<file path="config.mk">
export PLATFORM = sky130hd
export DESIGN_NAME = csv_field_tokenizer_core
export DESIGN_NICKNAME = d
export VERILOG_FILES = /design/src/hw/rtl/cft_pkg.sv /design/src/hw/rtl/cft_ram.sv /design/src/hw/rtl/cft_cmd_fifo.sv /design/src/hw/rtl/cft_front.sv /design/src/hw/rtl/cft_back.sv /design/src/hw/rtl/cft_result_stage.sv /design/src/hw/rtl/csv_field_tokenizer_core.sv
export SDC_FILE = /design/constraint.sdc
export NUM_CORES = 1
export LEC_CHECK = 0
export ABC_AREA = 0
export BUFFER_PORTS_ARGS = -buffer_cell sky130_fd_sc_hd__buf_2
export CAP_MARGIN = 20
export CORE_AREA = 5 5 209 211
export DETAILED_ROUTE_END_ITERATION = 10
export DIE_AREA = 0 0 214 216
export GPL_TIMING_DRIVEN = 0
export HOLD_SLACK_MARGIN = 0.12
export SLEW_MARGIN = 20
export SYNTH_ARGS = -nofsm -noshare
export SYNTH_HDL_FRONTEND = slang
export SYNTH_SLANG_ARGS = --single-unit
export TNS_END_PERCENT = 20
</file>
<file path="constraint.sdc">
create_clock -name clk -period 4.5 [get_ports clk]
set_clock_uncertainty 0.05 [all_clocks]
set_input_delay 0.45 -clock clk [delete_from_list [all_inputs] [get_ports clk]]
set_output_delay 0.45 -clock clk [all_outputs]
set_load 0.01 [all_outputs]
</file>
<file path="src/hw/rtl/cft_pkg.sv">
`timescale 1ns / 1ps
`default_nettype none
// ----------------------------------------------------------------------------
// CSV field tokenizer package
// Shared constants, command and result types, and a byte class helper.
// ----------------------------------------------------------------------------
package cft_pkg;

  // Field limits of one line.
  localparam int MAX_FIELDS = 16;
  localparam int FIELD_MAX  = 32;

  // Derived widths.
  localparam int FC_W    = $clog2(MAX_FIELDS + 1);
  localparam int LEN_W   = $clog2(FIELD_MAX + 1);
  localparam int HC_W    = $clog2(FIELD_MAX + 2);
  localparam int HOLD_AW = $clog2(FIELD_MAX);
  localparam int IDX_W   = 4;
  localparam int BYTE_W  = 8;

  // Command queue between the front and back parts.
  localparam int CMDQ_DEPTH = 4;
  localparam int CMDQ_AW    = $clog2(CMDQ_DEPTH);
  localparam int CMDQ_CW    = $clog2(CMDQ_DEPTH + 1);

  // Configuration registers.
  localparam int CFG_IDX_W = 1;
  localparam logic [CFG_IDX_W-1:0] REG_SEP   = 1'b0;
  localparam logic [CFG_IDX_W-1:0] REG_QUOTE = 1'b1;
  localparam logic [BYTE_W-1:0]    SEP_RESET   = 8'd44;
  localparam logic [BYTE_W-1:0]    QUOTE_RESET = 8'd34;
  localparam logic [BYTE_W-1:0]    NEWLINE     = 8'h0A;

  // Item kinds.
  localparam logic KIND_BYTE = 1'b0;
  localparam logic KIND_EOL  = 1'b1;

  // Front parser modes.
  typedef enum logic [4:0] {
    MODE_START  = 5'b00001,
    MODE_UNQ    = 5'b00010,
    MODE_QUO    = 5'b00100,
    MODE_QQ     = 5'b01000,
    MODE_IGNORE = 5'b10000
  } mode_t;

  // Back sequencer states.
  typedef enum logic [2:0] {
    ST_CMD   = 3'b001,
    ST_FLUSH = 3'b010,
    ST_FINAL = 3'b100
  } bstate_t;

  // Command operations.
  typedef enum logic [1:0] {
    OP_TRIM  = 2'd0,
    OP_CLOSE = 2'd1,
    OP_LINE  = 2'd2
  } op_t;

  // One command from the front to the back.
  typedef struct packed {
    op_t               op;
    logic              trim_q;
    logic              trim_b;
    logic              line_end;
    logic [IDX_W-1:0]  idx;
    logic [BYTE_W-1:0] data;
  } cmd_t;

  // One result item, without its last flag.
  typedef struct packed {
    logic [IDX_W-1:0]  field_index;
    logic [BYTE_W-1:0] out_byte;
    logic              byte_valid;
    logic              field_done;
    logic              field_overflow;
    logic              line_done;
  } res_t;

  // Step status from the back part to the result stage.
  typedef struct packed {
    logic want;
    logic fire;
    logic endc;
  } step_t;

  // Outcome of one quote-pair filter step.
  typedef struct packed {
    logic              want;
    logic [BYTE_W-1:0] byte_out;
    logic              consume;
    logic              pend;
    logic [LEN_W-1:0]  len;
    logic              ovf;
  } qs_t;

  // Whitespace: tab through carriage return, and space.
  function automatic logic is_ws(input logic [BYTE_W-1:0] b);
    return (b == 8'h20) || ((b >= 8'h09) && (b <= 8'h0D));
  endfunction

endpackage
`default_nettype wire

</file>
<file path="src/hw/rtl/cft_ram.sv">
`timescale 1ns / 1ps
`default_nettype none
// ----------------------------------------------------------------------------
// Generic RAM
// One write port and one read port with registered read data.
// ----------------------------------------------------------------------------
module cft_ram #(
  parameter int WIDTH = 8,
  parameter int DEPTH = 32
) (
  input  wire logic                     clk,
  input  wire logic                     we,
  input  wire logic [$clog2(DEPTH)-1:0] waddr,
  input  wire logic [WIDTH-1:0]         wdata,
  input  wire logic [$clog2(DEPTH)-1:0] raddr,
  output logic      [WIDTH-1:0]         rdata
);

  logic [WIDTH-1:0] mem [DEPTH];

  // Write port and registered read port.
  always_ff @(posedge clk) begin
    if (we) begin
      mem[waddr] <= wdata;
    end
    rdata <= mem[raddr];
  end

endmodule
`default_nettype wire

</file>
<file path="src/hw/rtl/cft_cmd_fifo.sv">
`timescale 1ns / 1ps
`default_nettype none
// ----------------------------------------------------------------------------
// Command queue
// Short register FIFO that decouples the front parser from the back part.
// ----------------------------------------------------------------------------
module cft_cmd_fifo (
  input  wire logic          clk,
  input  wire logic          rst_n,
  input  wire logic          push,
  input  wire cft_pkg::cmd_t din,
  input  wire logic          pop,
  output cft_pkg::cmd_t      dout,
  output logic               not_empty,
  output logic               full
);

  cft_pkg::cmd_t                   q_r [cft_pkg::CMDQ_DEPTH];
  logic [cft_pkg::CMDQ_AW-1:0]     wp_r, wp_nxt;
  logic [cft_pkg::CMDQ_AW-1:0]     rp_r, rp_nxt;
  logic [cft_pkg::CMDQ_CW-1:0]     cnt_r, cnt_nxt;

  assign dout      = q_r[rp_r];
  assign not_empty = (cnt_r != '0);
  assign full      = (cnt_r == cft_pkg::CMDQ_CW'(cft_pkg::CMDQ_DEPTH));

  // Pointer and fill count update.
  always_comb begin
    wp_nxt  = wp_r;
    rp_nxt  = rp_r;
    cnt_nxt = cnt_r;
    if (push) begin
      wp_nxt = (wp_r == cft_pkg::CMDQ_AW'(cft_pkg::CMDQ_DEPTH - 1)) ? '0 :
               wp_r + cft_pkg::CMDQ_AW'(1);
    end
    if (pop) begin
      rp_nxt = (rp_r == cft_pkg::CMDQ_AW'(cft_pkg::CMDQ_DEPTH - 1)) ? '0 :
               rp_r + cft_pkg::CMDQ_AW'(1);
    end
    if (push && !pop) begin
      cnt_nxt = cnt_r + cft_pkg::CMDQ_CW'(1);
    end else if (pop && !push) begin
      cnt_nxt = cnt_r - cft_pkg::CMDQ_CW'(1);
    end
  end

  always_ff @(posedge clk) begin
    if (!rst_n) begin
      wp_r  <= '0;
      rp_r  <= '0;
      cnt_r <= '0;
    end else begin
      wp_r  <= wp_nxt;
      rp_r  <= rp_nxt;
      cnt_r <= cnt_nxt;
    end
  end

  // Entry storage.
  always_ff @(posedge clk) begin
    if (push) begin
      q_r[wp_r] <= din;
    end
  end

endmodule
`default_nettype wire

</file>
<file path="src/hw/rtl/cft_front.sv">
`timescale 1ns / 1ps
`default_nettype none
// ----------------------------------------------------------------------------
// Front parser
// Accepts line items, tracks the field mode and count, and issues commands.
// ----------------------------------------------------------------------------
module cft_front (
  input  wire logic                        clk,
  input  wire logic                        rst_n,
  input  wire logic                        accept,
  input  wire logic                        kind,
  input  wire logic [cft_pkg::BYTE_W-1:0]  data_byte,
  input  wire logic [cft_pkg::BYTE_W-1:0]  separator_char,
  input  wire logic [cft_pkg::BYTE_W-1:0]  quote_char,
  output logic                             push,
  output cft_pkg::cmd_t                    cmd
);

  cft_pkg::mode_t              mode_r, mode_nxt;
  logic [cft_pkg::FC_W-1:0]    fc_r, fc_nxt;
  logic                        do_close;
  logic                        is_sep;
  logic                        is_quote;

  always_comb begin
    is_sep   = (data_byte == separator_char);
    is_quote = (data_byte == quote_char);
    mode_nxt = mode_r;
    fc_nxt   = fc_r;
    push     = 1'b0;
    do_close = 1'b0;
    cmd.op       = cft_pkg::OP_TRIM;
    cmd.trim_q   = 1'b0;
    cmd.trim_b   = 1'b1;
    cmd.line_end = 1'b0;
    cmd.idx      = cft_pkg::IDX_W'(fc_r);
    cmd.data     = data_byte;

    if (kind == cft_pkg::KIND_EOL) begin
      // End of line closes an open field, or else only reports the line end.
      push = 1'b1;
      if ((mode_r == cft_pkg::MODE_UNQ) || (mode_r == cft_pkg::MODE_QUO) ||
          (mode_r == cft_pkg::MODE_QQ)) begin
        cmd.op       = cft_pkg::OP_CLOSE;
        cmd.line_end = 1'b1;
      end else begin
        cmd.op  = cft_pkg::OP_LINE;
        cmd.idx = '0;
      end
      mode_nxt = cft_pkg::MODE_START;
      fc_nxt   = '0;
    end else begin
      case (mode_r)
        cft_pkg::MODE_START: begin
          if (is_quote) begin
            mode_nxt = cft_pkg::MODE_QUO;
          end else begin
            mode_nxt = cft_pkg::MODE_UNQ;
            push     = 1'b1;
            do_close = is_sep;
          end
        end
        cft_pkg::MODE_UNQ: begin
          push     = 1'b1;
          do_close = is_sep;
        end
        cft_pkg::MODE_QUO: begin
          if (is_quote) begin
            mode_nxt = cft_pkg::MODE_QQ;
          end else begin
            push = 1'b1;
          end
        end
        cft_pkg::MODE_QQ: begin
          push = 1'b1;
          if (is_sep || (data_byte == cft_pkg::NEWLINE)) begin
            do_close = 1'b1;
          end else begin
            // The held quote was content; a new quote starts another pair.
            cmd.trim_q = 1'b1;
            cmd.trim_b = !is_quote;
            mode_nxt   = is_quote ? cft_pkg::MODE_QQ : cft_pkg::MODE_QUO;
          end
        end
        cft_pkg::MODE_IGNORE: begin
          mode_nxt = cft_pkg::MODE_IGNORE;
        end
        default: begin
          mode_nxt = cft_pkg::MODE_IGNORE;
        end
      endcase

      // Field close bookkeeping.
      if (do_close) begin
        cmd.op = cft_pkg::OP_CLOSE;
        fc_nxt = fc_r + cft_pkg::FC_W'(1);
        mode_nxt = (fc_r + cft_pkg::FC_W'(1) >= cft_pkg::FC_W'(cft_pkg::MAX_FIELDS)) ?
                   cft_pkg::MODE_IGNORE : cft_pkg::MODE_START;
      end
    end

    if (!accept) begin
      push     = 1'b0;
      mode_nxt = mode_r;
      fc_nxt   = fc_r;
    end
  end

  always_ff @(posedge clk) begin
    if (!rst_n) begin
      mode_r <= cft_pkg::MODE_START;
      fc_r   <= '0;
    end else begin
      mode_r <= mode_nxt;
      fc_r   <= fc_nxt;
    end
  end

endmodule
`default_nettype wire

</file>
<file path="src/hw/rtl/cft_back.sv">
`timescale 1ns / 1ps
`default_nettype none
// ----------------------------------------------------------------------------
// Back part
// Runs commands: whitespace trim with a hold store, quote-pair removal,
// length cap, field close and line end. At most one result is produced per cycle.
// ----------------------------------------------------------------------------
module cft_back (
  input  wire logic                        clk,
  input  wire logic                        rst_n,
  input  wire logic                        cmd_valid,
  input  wire cft_pkg::cmd_t               cmd,
  input  wire logic [cft_pkg::BYTE_W-1:0]  quote_char,
  input  wire logic [cft_pkg::BYTE_W-1:0]  hold_rdata,
  input  wire logic                        room,
  output logic                             pop,
  output logic                             hold_we,
  output logic [cft_pkg::HOLD_AW-1:0]      hold_waddr,
  output logic [cft_pkg::BYTE_W-1:0]       hold_wdata,
  output logic [cft_pkg::HOLD_AW-1:0]      hold_raddr,
  output cft_pkg::step_t                   ev,
  output cft_pkg::res_t                    res
);

  cft_pkg::bstate_t               state_r, state_nxt;
  logic                           qdone_r, qdone_nxt;
  logic                           started_r, started_nxt;
  logic                           pending_r, pending_nxt;
  logic [cft_pkg::HC_W-1:0]       hcount_r, hcount_nxt;
  logic [cft_pkg::LEN_W-1:0]      len_r, len_nxt;
  logic                           ovf_r, ovf_nxt;
  logic [cft_pkg::HOLD_AW-1:0]    fidx_r, fidx_nxt;

  logic [cft_pkg::BYTE_W-1:0]     x;
  logic [cft_pkg::BYTE_W-1:0]     y;
  cft_pkg::qs_t                   qs;
  logic [cft_pkg::HC_W-1:0]       hold_n;
  logic                           flush_last;
  logic                           step;
  logic                           want;
  logic                           endc;
  logic                           fire;
  logic                           trim_done;
  logic                           clear;

  // One step of the quote-pair filter on byte b, with the length cap.
  function automatic cft_pkg::qs_t quote_step(
    input logic [cft_pkg::BYTE_W-1:0] b,
    input logic [cft_pkg::BYTE_W-1:0] q,
    input logic                       pend,
    input logic [cft_pkg::LEN_W-1:0]  len,
    input logic                       ovf
  );
    cft_pkg::qs_t r;
    logic [cft_pkg::BYTE_W-1:0] v;
    logic put;
    r.want     = 1'b0;
    r.byte_out = '0;
    r.consume  = 1'b1;
    r.pend     = pend;
    r.len      = len;
    r.ovf      = ovf;
    v   = b;
    put = 1'b0;
    if (pend) begin
      r.pend = 1'b0;
      if (b != q) begin
        // A lone quote is content; the byte itself is retried next step.
        v         = q;
        put       = 1'b1;
        r.consume = 1'b0;
      end
    end else if (b == q) begin
      r.pend = 1'b1;
    end else begin
      put = 1'b1;
    end
    if (put) begin
      if (len < cft_pkg::LEN_W'(cft_pkg::FIELD_MAX)) begin
        r.want     = 1'b1;
        r.byte_out = v;
        r.len      = len + cft_pkg::LEN_W'(1);
      end else begin
        r.ovf = 1'b1;
      end
    end
    return r;
  endfunction

  always_comb begin
    x = (cmd.trim_q && !qdone_r) ? quote_char : cmd.data;
    y = (state_r == cft_pkg::ST_FLUSH) ? hold_rdata : x;
    qs = quote_step(y, quote_char, pending_r, len_r, ovf_r);
    hold_n = (hcount_r > cft_pkg::HC_W'(cft_pkg::FIELD_MAX)) ?
             cft_pkg::HC_W'(cft_pkg::FIELD_MAX) : hcount_r;
    flush_last = ((cft_pkg::HC_W'(fidx_r) + cft_pkg::HC_W'(1)) == hold_n);

    state_nxt   = state_r;
    qdone_nxt   = qdone_r;
    started_nxt = started_r;
    pending_nxt = pending_r;
    hcount_nxt  = hcount_r;
    len_nxt     = len_r;
    ovf_nxt     = ovf_r;
    fidx_nxt    = fidx_r;
    step      = 1'b0;
    want      = 1'b0;
    endc      = 1'b0;
    pop       = 1'b0;
    hold_we   = 1'b0;
    trim_done = 1'b0;
    clear     = 1'b0;
    res.field_index    = cmd.idx;
    res.out_byte       = '0;
    res.byte_valid     = 1'b0;
    res.field_done     = 1'b0;
    res.field_overflow = 1'b0;
    res.line_done      = 1'b0;

    case (state_r)
      cft_pkg::ST_CMD: begin
        if (cmd_valid) begin
          step = 1'b1;
          case (cmd.op)
            cft_pkg::OP_LINE: begin
              want          = 1'b1;
              res.line_done = 1'b1;
              endc          = 1'b1;
              pop           = 1'b1;
              clear         = 1'b1;
            end
            cft_pkg::OP_CLOSE: begin
              // Trailing whitespace is dropped; a pending quote goes out first.
              hcount_nxt = '0;
              if (pending_r) begin
                pending_nxt = 1'b0;
                if (len_r < cft_pkg::LEN_W'(cft_pkg::FIELD_MAX)) begin
                  want           = 1'b1;
                  res.out_byte   = quote_char;
                  res.byte_valid = 1'b1;
                  len_nxt        = len_r + cft_pkg::LEN_W'(1);
                end else begin
                  ovf_nxt = 1'b1;
                end
              end else begin
                want               = 1'b1;
                res.field_done     = 1'b1;
                res.field_overflow = ovf_r;
                res.line_done      = cmd.line_end;
                endc               = 1'b1;
                pop                = 1'b1;
                clear              = 1'b1;
              end
            end
            cft_pkg::OP_TRIM: begin
              if (cft_pkg::is_ws(x)) begin
                // Whitespace after content is held until it proves inner.
                if (started_r) begin
                  if (hcount_r < cft_pkg::HC_W'(cft_pkg::FIELD_MAX)) begin
                    hold_we    = 1'b1;
                    hcount_nxt = hcount_r + cft_pkg::HC_W'(1);
                  end else begin
                    hcount_nxt = cft_pkg::HC_W'(cft_pkg::FIELD_MAX + 1);
                  end
                end
                trim_done = 1'b1;
              end else if (hcount_r != '0) begin
                state_nxt = cft_pkg::ST_FLUSH;
              end else begin
                started_nxt    = 1'b1;
                want           = qs.want;
                res.out_byte   = qs.byte_out;
                res.byte_valid = qs.want;
                pending_nxt    = qs.pend;
                len_nxt        = qs.len;
                ovf_nxt        = qs.ovf;
                if (qs.consume) begin
                  trim_done = 1'b1;
                end else begin
                  state_nxt = cft_pkg::ST_FINAL;
                end
              end
            end
            default: begin
              pop = 1'b1;
            end
          endcase
        end
      end
      cft_pkg::ST_FLUSH: begin
        // Held whitespace goes through the quote filter, one byte a step.
        step           = 1'b1;
        want           = qs.want;
        res.out_byte   = qs.byte_out;
        res.byte_valid = qs.want;
        pending_nxt    = qs.pend;
        len_nxt        = qs.len;
        ovf_nxt        = qs.ovf;
        if (qs.consume) begin
          if (flush_last) begin
            ovf_nxt = qs.ovf |
                      (hcount_r > cft_pkg::HC_W'(cft_pkg::FIELD_MAX));
            hcount_nxt  = '0;
            started_nxt = 1'b1;
            fidx_nxt    = '0;
            state_nxt   = cft_pkg::ST_FINAL;
          end else begin
            fidx_nxt = fidx_r + cft_pkg::HOLD_AW'(1);
          end
        end
      end
      cft_pkg::ST_FINAL: begin
        step           = 1'b1;
        want           = qs.want;
        res.out_byte   = qs.byte_out;
        res.byte_valid = qs.want;
        pending_nxt    = qs.pend;
        len_nxt        = qs.len;
        ovf_nxt        = qs.ovf;
        if (qs.consume) begin
          trim_done = 1'b1;
          state_nxt = cft_pkg::ST_CMD;
        end
      end
      default: begin
        state_nxt = cft_pkg::ST_CMD;
      end
    endcase

    // A trim finished: either the second byte of the command follows, or it ends.
    if (trim_done) begin
      if (cmd.trim_q && !qdone_r && cmd.trim_b) begin
        qdone_nxt = 1'b1;
      end else begin
        qdone_nxt = 1'b0;
        pop       = 1'b1;
        endc      = 1'b1;
      end
    end

    // Field state is cleared after a close or a line end.
    if (clear) begin
      started_nxt = 1'b0;
      pending_nxt = 1'b0;
      hcount_nxt  = '0;
      len_nxt     = '0;
      ovf_nxt     = 1'b0;
      qdone_nxt   = 1'b0;
    end

    // Hold everything while the result stage has no room.
    fire = step && (!want || room);
    if (!fire) begin
      state_nxt   = state_r;
      qdone_nxt   = qdone_r;
      started_nxt = started_r;
      pending_nxt = pending_r;
      hcount_nxt  = hcount_r;
      len_nxt     = len_r;
      ovf_nxt     = ovf_r;
      fidx_nxt    = fidx_r;
      pop         = 1'b0;
      hold_we     = 1'b0;
    end

    ev.want = want;
    ev.fire = fire;
    ev.endc = endc;
    hold_waddr = hcount_r[cft_pkg::HOLD_AW-1:0];
    hold_wdata = x;
    hold_raddr = fidx_nxt;
  end

  always_ff @(posedge clk) begin
    if (!rst_n) begin
      state_r   <= cft_pkg::ST_CMD;
      qdone_r   <= 1'b0;
      started_r <= 1'b0;
      pending_r <= 1'b0;
      hcount_r  <= '0;
      len_r     <= '0;
      ovf_r     <= 1'b0;
      fidx_r    <= '0;
    end else begin
      state_r   <= state_nxt;
      qdone_r   <= qdone_nxt;
      started_r <= started_nxt;
      pending_r <= pending_nxt;
      hcount_r  <= hcount_nxt;
      len_r     <= len_nxt;
      ovf_r     <= ovf_nxt;
      fidx_r    <= fidx_nxt;
    end
  end

endmodule
`default_nettype wire

</file>
<file path="src/hw/rtl/cft_result_stage.sv">
`timescale 1ns / 1ps
`default_nettype none
// ----------------------------------------------------------------------------
// Result stage
// Holds each result until the next one or the command end shows whether it
// is the last of its item, then passes it to the output register.
// ----------------------------------------------------------------------------
module cft_result_stage (
  input  wire logic           clk,
  input  wire logic           rst_n,
  input  wire cft_pkg::step_t ev,
  input  wire cft_pkg::res_t  res,
  input  wire logic           out_stall,
  output logic                room,
  output logic                out_valid,
  output cft_pkg::res_t       out_res,
  output logic                out_last
);

  logic          pend_valid_r, pend_valid_nxt;
  logic          pend_end_r, pend_end_nxt;
  cft_pkg::res_t pend_r;
  logic          out_valid_r, out_valid_nxt;
  cft_pkg::res_t out_r;
  logic          out_last_r;
  logic          out_free;
  logic          pend_leave;
  logic          take;

  always_comb begin
    out_free   = !out_valid_r || !out_stall;
    // The held result leaves once its successor or its command end is known.
    pend_leave = pend_valid_r && out_free && (pend_end_r || ev.want);
    room       = !pend_valid_r || pend_leave;
    take       = ev.fire && ev.want;

    pend_valid_nxt = take ? 1'b1 : (pend_leave ? 1'b0 : pend_valid_r);
    if (take) begin
      pend_end_nxt = ev.endc;
    end else if (ev.fire && ev.endc) begin
      pend_end_nxt = 1'b1;
    end else begin
      pend_end_nxt = pend_end_r;
    end

    out_valid_nxt = pend_leave ? 1'b1 : (out_free ? 1'b0 : out_valid_r);
  end

  always_ff @(posedge clk) begin
    if (!rst_n) begin
      pend_valid_r <= 1'b0;
      pend_end_r   <= 1'b0;
      out_valid_r  <= 1'b0;
    end else begin
      pend_valid_r <= pend_valid_nxt;
      pend_end_r   <= pend_end_nxt;
      out_valid_r  <= out_valid_nxt;
    end
  end

  // Payload registers.
  always_ff @(posedge clk) begin
    if (take) begin
      pend_r <= res;
    end
    if (pend_leave) begin
      out_r      <= pend_r;
      out_last_r <= pend_end_r;
    end
  end

  assign out_valid = out_valid_r;
  assign out_res   = out_r;
  assign out_last  = out_last_r;

endmodule
`default_nettype wire

</file>
<file path="src/hw/rtl/csv_field_tokenizer_core.sv">
`timescale 1ns / 1ps
`default_nettype none
// ----------------------------------------------------------------------------
// CSV field tokenizer core
// One byte item per cycle while the command queue has space; a non-whitespace
// byte after held whitespace first replays the held bytes, one hold store read
// each, and a held quote released as content, or a quote and a byte carried by
// one item, adds a step each. One result leaves per cycle while out_stall is
// low. Reset clears all control state and sets comma and double quote; the hold
// store needs no clearing pass.
// ----------------------------------------------------------------------------
module csv_field_tokenizer_core (
  input  wire logic                           clk,
  input  wire logic                           rst_n,
  input  wire logic                           in_valid,
  output logic                                in_stall,
  input  wire logic                           in_kind,
  input  wire logic [cft_pkg::BYTE_W-1:0]     in_data_byte,
  output logic                                out_valid,
  input  wire logic                           out_stall,
  output logic [cft_pkg::IDX_W-1:0]           out_field_index,
  output logic [cft_pkg::BYTE_W-1:0]          out_out_byte,
  output logic                                out_byte_valid,
  output logic                                out_field_done,
  output logic                                out_field_overflow,
  output logic                                out_line_done,
  output logic                                out_last,
  input  wire logic                           cfg_valid,
  output logic                                cfg_ready,
  input  wire logic [cft_pkg::CFG_IDX_W-1:0]  cfg_index,
  input  wire logic [cft_pkg::BYTE_W-1:0]     cfg_data
);

  logic [cft_pkg::BYTE_W-1:0]  sep_r;
  logic [cft_pkg::BYTE_W-1:0]  quote_r;
  logic                        in_accept;
  logic                        push;
  cft_pkg::cmd_t               push_cmd;
  cft_pkg::cmd_t               head_cmd;
  logic                        q_not_empty;
  logic                        q_full;
  logic                        pop;
  logic                        hold_we;
  logic [cft_pkg::HOLD_AW-1:0] hold_waddr;
  logic [cft_pkg::BYTE_W-1:0]  hold_wdata;
  logic [cft_pkg::HOLD_AW-1:0] hold_raddr;
  logic [cft_pkg::BYTE_W-1:0]  hold_rdata;
  cft_pkg::step_t              ev;
  cft_pkg::res_t               res;
  logic                        room;
  cft_pkg::res_t               out_res;

  // Configuration registers.
  assign cfg_ready = 1'b1;

  always_ff @(posedge clk) begin
    if (!rst_n) begin
      sep_r   <= cft_pkg::SEP_RESET;
      quote_r <= cft_pkg::QUOTE_RESET;
    end else if (cfg_valid && cfg_ready) begin
      case (cfg_index)
        cft_pkg::REG_SEP:   sep_r   <= cfg_data;
        cft_pkg::REG_QUOTE: quote_r <= cfg_data;
        default: begin
          sep_r <= sep_r;
        end
      endcase
    end
  end

  // Input handshake: items are taken while the command queue has space.
  assign in_stall  = q_full;
  assign in_accept = in_valid && !in_stall;

  cft_front u_front (
    .clk            (clk),
    .rst_n          (rst_n),
    .accept         (in_accept),
    .kind           (in_kind),
    .data_byte      (in_data_byte),
    .separator_char (sep_r),
    .quote_char     (quote_r),
    .push           (push),
    .cmd            (push_cmd)
  );

  cft_cmd_fifo u_cmd_fifo (
    .clk       (clk),
    .rst_n     (rst_n),
    .push      (push),
    .din       (push_cmd),
    .pop       (pop),
    .dout      (head_cmd),
    .not_empty (q_not_empty),
    .full      (q_full)
  );

  cft_back u_back (
    .clk        (clk),
    .rst_n      (rst_n),
    .cmd_valid  (q_not_empty),
    .cmd        (head_cmd),
    .quote_char (quote_r),
    .hold_rdata (hold_rdata),
    .room       (room),
    .pop        (pop),
    .hold_we    (hold_we),
    .hold_waddr (hold_waddr),
    .hold_wdata (hold_wdata),
    .hold_raddr (hold_raddr),
    .ev         (ev),
    .res        (res)
  );

  // Whitespace hold store.
  cft_ram #(
    .WIDTH (cft_pkg::BYTE_W),
    .DEPTH (cft_pkg::FIELD_MAX)
  ) u_hold_ram (
    .clk   (clk),
    .we    (hold_we),
    .waddr (hold_waddr),
    .wdata (hold_wdata),
    .raddr (hold_raddr),
    .rdata (hold_rdata)
  );

  cft_result_stage u_result_stage (
    .clk       (clk),
    .rst_n     (rst_n),
    .ev        (ev),
    .res       (res),
    .out_stall (out_stall),
    .room      (room),
    .out_valid (out_valid),
    .out_res   (out_res),
    .out_last  (out_last)
  );

  assign out_field_index    = out_res.field_index;
  assign out_out_byte       = out_res.out_byte;
  assign out_byte_valid     = out_res.byte_valid;
  assign out_field_done     = out_res.field_done;
  assign out_field_overflow = out_res.field_overflow;
  assign out_line_done      = out_res.line_done;

endmodule
`default_nettype wire

</file>
==> results of run 1 <==
[critical path, delay by kind of cell (launching register included)]
| family | cells | cell delay (ns) |
|---|---|---|
| AOI/OAI and AO/OA | 5 | 1.41 |
| buffers and inverters | 5 | 1.02 |
| muxes | 1 | 0.59 |
| and+or+nand+nor | 3 | 0.52 |
| DFF | 1 | 0.32 |
| xor gates and xnor gates | 1 | 0.20 |
[metal layers]
layer / vias to the layer above / global-route usage / routed length, um
met5: - / 0 / 0
met4: 0 / 0.0533 / 1190
met3: 78 / 0.0324 / 3110
met2: 409 / 0.309 / 21200
met1: 5645 / 0.286 / 21100
li1: 5338 / - / -
[power breakdown]
group | leakage (nW) | switching [mW] | total (mW) | internal, mW
registers | 3.81 | 0.0932 | 4.87 | 4.78
clock network | 0.657 | 1.51 | 3.50 | 1.99
logic | 3.48 | 1.31 | 1.97 | 0.662
[flip-flops by register name (all words and copies together), names as in the netlist, 2 cells and up, named ones only]
signal                  cells
quote_r                     8
u_back.hcount_r             6
u_cmd_fifo.q_r             68
u_front.fc_r                5
u_hold_ram.mem            256
u_back.len_r                6
u_front.mode_r              5
u_back.state_r              3
u_result_stage.out_res     16
sep_r                       8
u_cmd_fifo.wp_r             2
u_cmd_fifo.rp_r             2
u_cmd_fifo.cnt_r            3
u_result_stage.pend_r      16
u_back.fidx_r               5
u_hold_ram.rdata            8
[layout by cell type, fill, tap and decap left out, types with 7 or more instances in the layout]
cell type / count
a211oi_1: 7
a21boi_0: 18
a21oi_1: 19
a221oi_1: 10
a222oi_1: 7
a22oi_1: 17
a31oi_1: 16
a32oi_1: 9
and2_1: 20
and3_1: 7
buf_2: 47
buf_4: 29
clkbuf_1: 44
clkbuf_16: 45
clkbuf_2: 8
dfxtp_1: 69
dlygate4sd3_1: 15
edfxtp_1: 357
ha_1: 15
inv_1: 28
mux2i_1: 161
mux4_2: 15
nand2_1: 121
nand2b_1: 11
nand3_1: 28
nand4_1: 16
nor2_1: 53
nor2_4: 30
nor2b_1: 21
nor3_1: 14
nor4_1: 10
o21ai_0: 35
xnor2_1: 14
xor2_1: 30
[path summary, 6_finish.rpt]
kind,startpoint,to,slack (ns),cells past startpoint
min,in_data_byte[5],u_cmd_fifo.q_r[2][5],0.17,1
max reg2reg,flop,u_hold_ram.rdata[3],0.17,15
min reg2reg,u_result_stage.pend_r[12],u_result_stage.out_res[12],0.37,0
max,flop,u_hold_ram.rdata[3],0.17,15
[cell type report]
class                   instances  share of cell area
repair buffers                 71              0.0233
multi-input cells             821               0.299
flip-flops and latches        427               0.561
repair inverters                1            0.000232
plain buffers                  64              0.0163
clock buffers                  62              0.0555
inverters                      31             0.00579
clock inverters                18             0.00776
well taps                     539              0.0312
[logic make-up (layout without fill, tap and decap cells)]
family                   count (synthesis)  count (layout)
AND/OR/NAND/NOR                        371             371
buffers and inverters                  100             247
XOR/XNOR                                44              44
multiplexers                           187             189
adder cells (fa/ha/maj)                 17              17
AO/OA/AOI/OAI                          199             199
flip-flops                             427             427
other                                    1               1
[Yosys cell counts (all sizes together), types with 2 or more instances]
cell type / count / area [um2]
mux2i: 164 / 1650
o32ai: 3 / 26.3
a221oi: 11 / 96.3
a22oi: 17 / 128
or2: 3 / 18.8
o221a: 2 / 22.5
edfxtp: 357 / 10700
o211ai: 3 / 22.5
and2: 22 / 138
nand4: 16 / 100
nor3b: 3 / 22.5
xnor2: 14 / 123
or3: 7 / 43.8
o21a: 3 / 22.5
nor2: 87 / 327
nor2b: 21 / 131
xor2: 30 / 263
o41ai: 2 / 25.0
a31oi: 16 / 100
o21ai: 47 / 235
a21boi: 23 / 184
o211a: 2 / 20.0
a211oi: 9 / 72.6
dfxtp: 70 / 1400
mux4: 15 / 338
and3: 7 / 43.8
o22ai: 2 / 12.5
clkbuf: 41 / 154
nor4: 12 / 87.6
nand2b: 11 / 68.8
or4: 5 / 37.5
a222oi: 7 / 70.1
buf: 28 / 170
inv: 31 / 116
ha: 16 / 200
nand3: 29 / 150
nand3b: 6 / 45.0
a21o: 4 / 30.0
nand2: 125 / 469
a21oi: 23 / 126
mux2: 8 / 90.1
a32oi: 10 / 87.6
a2111oi: 5 / 65.1
nor3: 14 / 70.1
[per-stage QoR]
stage | setup slack (ns) | utilization | hold WS (ns) | total power, mW
after floorplan | 0.339 | - | 0.350 | 6.01
after global placement | -1.42 | 0.466 | 0.357 | 6.56
after detailed placement | -1.52 | 0.467 | 0.356 | 6.62
after CTS | 0.0217 | 0.516 | 0.125 | 10.3
after global routing | -0.0180 | 0.520 | 0.140 | 10.8
final | 0.169 | 0.520 | 0.167 | 10.3
[what timing repair did]
action                                 4_1_cts  5_1_grt
setup buffers                               10        5
cloned                                       2        1
pin swaps                                    5        5
resized for setup                          122       25
setup endpoints to repair                  329       33
endpoints found under the hold margin       38        0
hold buffers                                15        0
==> flow_metrics.env, run 1 <==
export IMPL_cts_buffer_depth=3
export IMPL_grt_pass1_vias=11300
export IMPL_relSlewSlack=0.297
export IMPL_finalCritPeriodShare=0.963
export IMPL_syn_nets=1386
export IMPL_grt_first_pass_wirelength_mm=70.0
export IMPL_drc_errors=0
export IMPL_multi_input_area_um2=6460
export IMPL_yosys_area_share_xor_xnor=0.0209
export IMPL_grt_ovfl_total=0
export IMPL_clockRootBuffer="clkbuf_16"
export IMPL_dp_cells=1926
export IMPL_synthSimpleGateAreaFrac=0.0964
export IMPL_synth_flop_cell="edfxtp_1"
export IMPL_ys_ff_latch=427
export IMPL_path_max_fanout=10
export IMPL_syn_avg_cell_area_um2=13.7
export IMPL_clock_latency_ns=0.59
export IMPL_synth_edf_count=357
export IMPL_p_leak_nw=7.95
export IMPL_netlist_instances=1346
export IMPL_status="finished, final reports clean"
export IMPL_drt_iter0_markers=1189
export IMPL_yosysSeqAreaShare=0.656
export IMPL_ys_types=74
export IMPL_initial_core_util=0.445
export IMPL_clkSinkCount=427
export IMPL_insertedDiodeCount=0
export IMPL_path_class="flop to flop"
export IMPL_synth_compound_area_frac=0.0787
export IMPL_cp_start_kind="flop"
export IMPL_power_density_nw_per_um2=479
export IMPL_nNetsFinal=1502
export IMPL_num_vias=11500
export IMPL_ios=43
export IMPL_drv_slew=0
export IMPL_critPathSlowestCell="mux4_2"
export IMPL_setup_viol=0
export IMPL_required_ns=4.83
export IMPL_dieArea_um2=46200
export IMPL_htreeDepth=2
export IMPL_critPathMaxStageDelay_ns=0.59
export IMPL_io_buffers=40
export IMPL_synth_top_family_by_area="multiplexers"
export IMPL_drive_gt1_frac=0.171
export IMPL_finalSetupTns_ns=0
export IMPL_cts_tree="yes"
export IMPL_routed_via_density=5.64
export IMPL_layout_area_seq_um2=12100
export IMPL_synth_mux_area_frac=0.112
export IMPL_ys_warn_count=0
export IMPL_drt_total_wl_mm=46.6
export IMPL_cpMostUsedCell="buf_4"
export IMPL_hold_class="input pin to flop"
export IMPL_antenna_found_initial=1
export IMPL_period_minus_slack_ns=4.33
export IMPL_synthesis_area_um2=18500
export IMPL_arrival_ns=4.66
export IMPL_cts_buffers=45
export IMPL_synthArstFlopShare=0
export IMPL_synth_adder_area_share=0.0119
export IMPL_stdcell_count=2034
export IMPL_core_area_um2=41600
export IMPL_worst_slew_pin_slew_ns=1.05
export IMPL_num_rows=75
export IMPL_fin_area_um2=21600
export IMPL_die_y_um=216
export IMPL_wl_per_cell_um=22.9
export IMPL_fmax_mhz=231
export IMPL_peakVddDrop_mv=0.353
export IMPL_track_usage=0.196
export IMPL_dpl_hpwl_mm=30.2
export IMPL_die_w_um=214
export IMPL_hold_viol=0
export IMPL_nFillCells=3479
export IMPL_gp_congestion=0.918
export IMPL_crit_chain="buf_6 -> buf_6 -> mux4_2 -> xor2_1 -> a211o_1 -> nand2_1 -> o21ai_4 -> a2111oi_4 -> a21o_1 -> buf_4 -> buf_4 -> buf_4 -> nand2_1 -> a32oi_1 -> nand4_1"
export IMPL_syn_to_final_growth_pct=16.9
export IMPL_drt_pass1_iterations=7
export IMPL_critPathCaptureType="flop"
export IMPL_drtAntennaViolNets=0
export IMPL_grt_max_degree=35
export IMPL_clk_pin_slew_worst_paths_ns=0.06
export IMPL_dpl_cell_area_um2=19400
export IMPL_cap_violations=0
Note: power is estimated with default switching activity, not from simulation.
==> run 2, diff against run 1 <==
- ABC_AREA: 0 -> 1
- CORE_AREA: 5 5 209 211 -> 5 5 210 212
- DIE_AREA: 0 0 214 216 -> 0 0 215 217
- PLACE_DENSITY: default -> 0.66
- SKIP_CTS_REPAIR_TIMING: default -> 1
==> run 2 against run 1 <==
Net effect:
- clock power increased by 7.7%
- largest power group is now combinational cells
- first-iteration DRC count increased by 37%
- utilization increased by 0.46 points
- wire length increased by 11%
==> flow_metrics.env, run 2 <==
export IMPL_hold_viol=0
export IMPL_cts_buffer_depth=3
export IMPL_worst_slew_pin_slew_ns=1.08
export IMPL_ys_types=50
export IMPL_wl_per_cell_um=20.6
export IMPL_critPathMaxStageDelay_ns=0.37
export IMPL_syn_nets=1856
export IMPL_synth_compound_area_frac=0.0492
export IMPL_most_common_layout_cells="nand2_1, nand3_1, edfxtp_1, inv_1, nor2_1"
export IMPL_dpl_hpwl_mm=33.7
export IMPL_die_y_um=217
export IMPL_top_regs="u_hold_ram.mem x256, u_cmd_fifo.q_r x68"
export IMPL_place_ws_ns=-0.708
export IMPL_drtAntennaViolNets=0
export IMPL_drc_errors=0
export IMPL_cts_buffers=45
export IMPL_dieArea_um2=46700
export IMPL_grt_first_pass_wirelength_mm=75.4
export IMPL_dpl_cell_area_um2=19600
export IMPL_yosysMostFrequentCell="nand2_1"
export IMPL_p_leak_nw=8.18
export IMPL_power_mw=16.4
export IMPL_routed_via_density=5.63
export IMPL_setup_viol=0
export IMPL_synthArstFlopShare=0
export IMPL_core_area_um2=41800
export IMPL_clk_pin_slew_worst_paths_ns=0.06
export IMPL_grt_ovfl_total=0
export IMPL_num_rows=75
export IMPL_cts_tree="yes"
export IMPL_clockRootBuffer="clkbuf_16"
export IMPL_power_density_nw_per_um2=750
export IMPL_critPathCaptureType="flop"
export IMPL_die_w_um=215
export IMPL_syn_avg_cell_area_um2=10.3
export IMPL_synth_mux_area_frac=0
export IMPL_path_max_fanout=17
export IMPL_cp_start_kind="flop"
export IMPL_cap_violations=0
export IMPL_insertedDiodeCount=0
export IMPL_ios=43
export IMPL_hold_class="input pin to flop"
export IMPL_arrival_ns=4.81
export IMPL_synthSimpleGateAreaFrac=0.232
export IMPL_relSlewSlack=0.277
export IMPL_clkSinkCount=427
export IMPL_finalCritPeriodShare=0.969
export IMPL_track_usage=0.207
export IMPL_synth_flop_cell="edfxtp_1"
export IMPL_largest_register_ffs=256
export IMPL_ys_ff_latch=427
export IMPL_synthTopCellsByCount="nand2_1, nand3_1, edfxtp_1"
export IMPL_final_common_cell="nand2_1"
export IMPL_nNetsFinal=1971
export IMPL_synth_adder_area_share=0.0118
export IMPL_io_buffers=41
export IMPL_synth_top_area_cell="edfxtp_1"
export IMPL_syn_to_final_growth_pct=17.4
export IMPL_worst_slack_ns=0.138
export IMPL_netlist_instances=1816
export IMPL_fmax_mhz=229
export IMPL_top_register="u_hold_ram.mem"
export IMPL_peakVddDrop_mv=0.486
export IMPL_drt_total_wl_mm=51.6
export IMPL_synth_top_area_share=0.575
export IMPL_critPathSlowestCell="dfxtp_2"
export IMPL_synthTopCellsByArea="edfxtp_1, nand3_1, nand2_1"
export IMPL_path_class="flop to flop"
export IMPL_period_minus_slack_ns=4.36
export IMPL_rsz0062_at_grt="true"
export IMPL_htreeDepth=2
export IMPL_clock_latency_ns=0.58
export IMPL_yosysSeqAreaShare=0.650
export IMPL_synth_edf_count=357
export IMPL_synthesis_area_um2=18700
export IMPL_ys_warn_count=0
export IMPL_grt_max_degree=36
export IMPL_grt_pass1_vias=13100
export IMPL_required_ns=4.95
export IMPL_drive_gt1_frac=0.148
export IMPL_fin_area_um2=21900
export IMPL_synth_top_family_by_area="simple AND/OR/NAND/NOR gates"
export IMPL_yosys_area_share_xor_xnor=0.00939
export IMPL_initial_core_util=0.447
export IMPL_status="finished, final reports clean"
export IMPL_antenna_found_initial=4
export IMPL_num_vias=14100
export IMPL_gp_congestion=0.920
export IMPL_drv_slew=0
export IMPL_drt_iter0_markers=1623
export IMPL_drt_pass1_iterations=7
## run 2: worst max-delay path, delay by kind of cell (launching register included)
kind                   cells  cell delay, ns
buffers and inverters      4            0.66
and+or+nand+nor           26            3.19
DFF                        1            0.37
## run 2: path summary, 6_finish.rpt
check | from | to | slack (ns) | cells after the start
worst max-delay path | flop | u_hold_ram.rdata[1] | 0.14 | 30
worst min register to register | u_result_stage.pend_r[15] | u_result_stage.out_res[15] | 0.36 | 0
worst max register to register | flop | u_hold_ram.rdata[1] | 0.14 | 30
worst min-delay path | cfg_data[4] | sep_r[4] | 0.1 | 3
## run 2: cell type report
| type | instances | area (um2) |
|---|---|---|
| clock buffers | 60 | 1230 |
| well taps | 539 | 674 |
| clock inverters | 23 | 268 |
| fillers | 3596 | 19900 |
| repair buffers | 64 | 438 |
| plain buffers | 79 | 444 |
| flip-flops and latches | 427 | 12100 |
| inverters | 128 | 510 |
| multi-input cells | 1186 | 6200 |
## run 2: routing by layer
metal / routed length [um] / up-vias / share of wire / GRT usage
met3: 4600 / 144 / 0.089 / 0.0328
met5: 50 / - / 0.00097 / 0
met1: 20900 / 6702 / 0.41 / 0.286
li1: - / 6548 / - / -
met2: 24100 / 699 / 0.47 / 0.337
met4: 1900 / 8 / 0.037 / 0.0757
## run 2: per-stage QoR
stage	TNS, ns	hold slack (ns)	instances	util
after floorplan	0	0.350	1816	-
after global routing	-0.107	0.126	2506	0.524
after detailed placement	-142.08	0.355	2401	0.470
after global placement	-230.24	0.352	2396	0.468
after CTS	-158.52	0.0455	2484	0.506
final	0	0.0969	2506	0.524
## run 2: cell families (layout without fill, tap and decap cells)
group | count (synthesis) | in the layout
AO/OA/AOI/OAI | 163 | 163
XOR/XNOR | 20 | 20
adder cells (fa/ha/maj) | 17 | 17
buffers and inverters | 207 | 354
flip-flops | 427 | 427
other | 1 | 1
AND/OR/NAND/NOR | 981 | 985
## run 2: power by group
| part | switching (mW) | internal [mW] | leakage [nW] |
|---|---|---|---|
| clock | 1.54 | 2.23 | 0.732 |
| combinational | 5.18 | 2.07 | 3.64 |
| sequential | 0.134 | 5.29 | 3.80 |
| total | 6.85 | 9.58 | 8.18 |
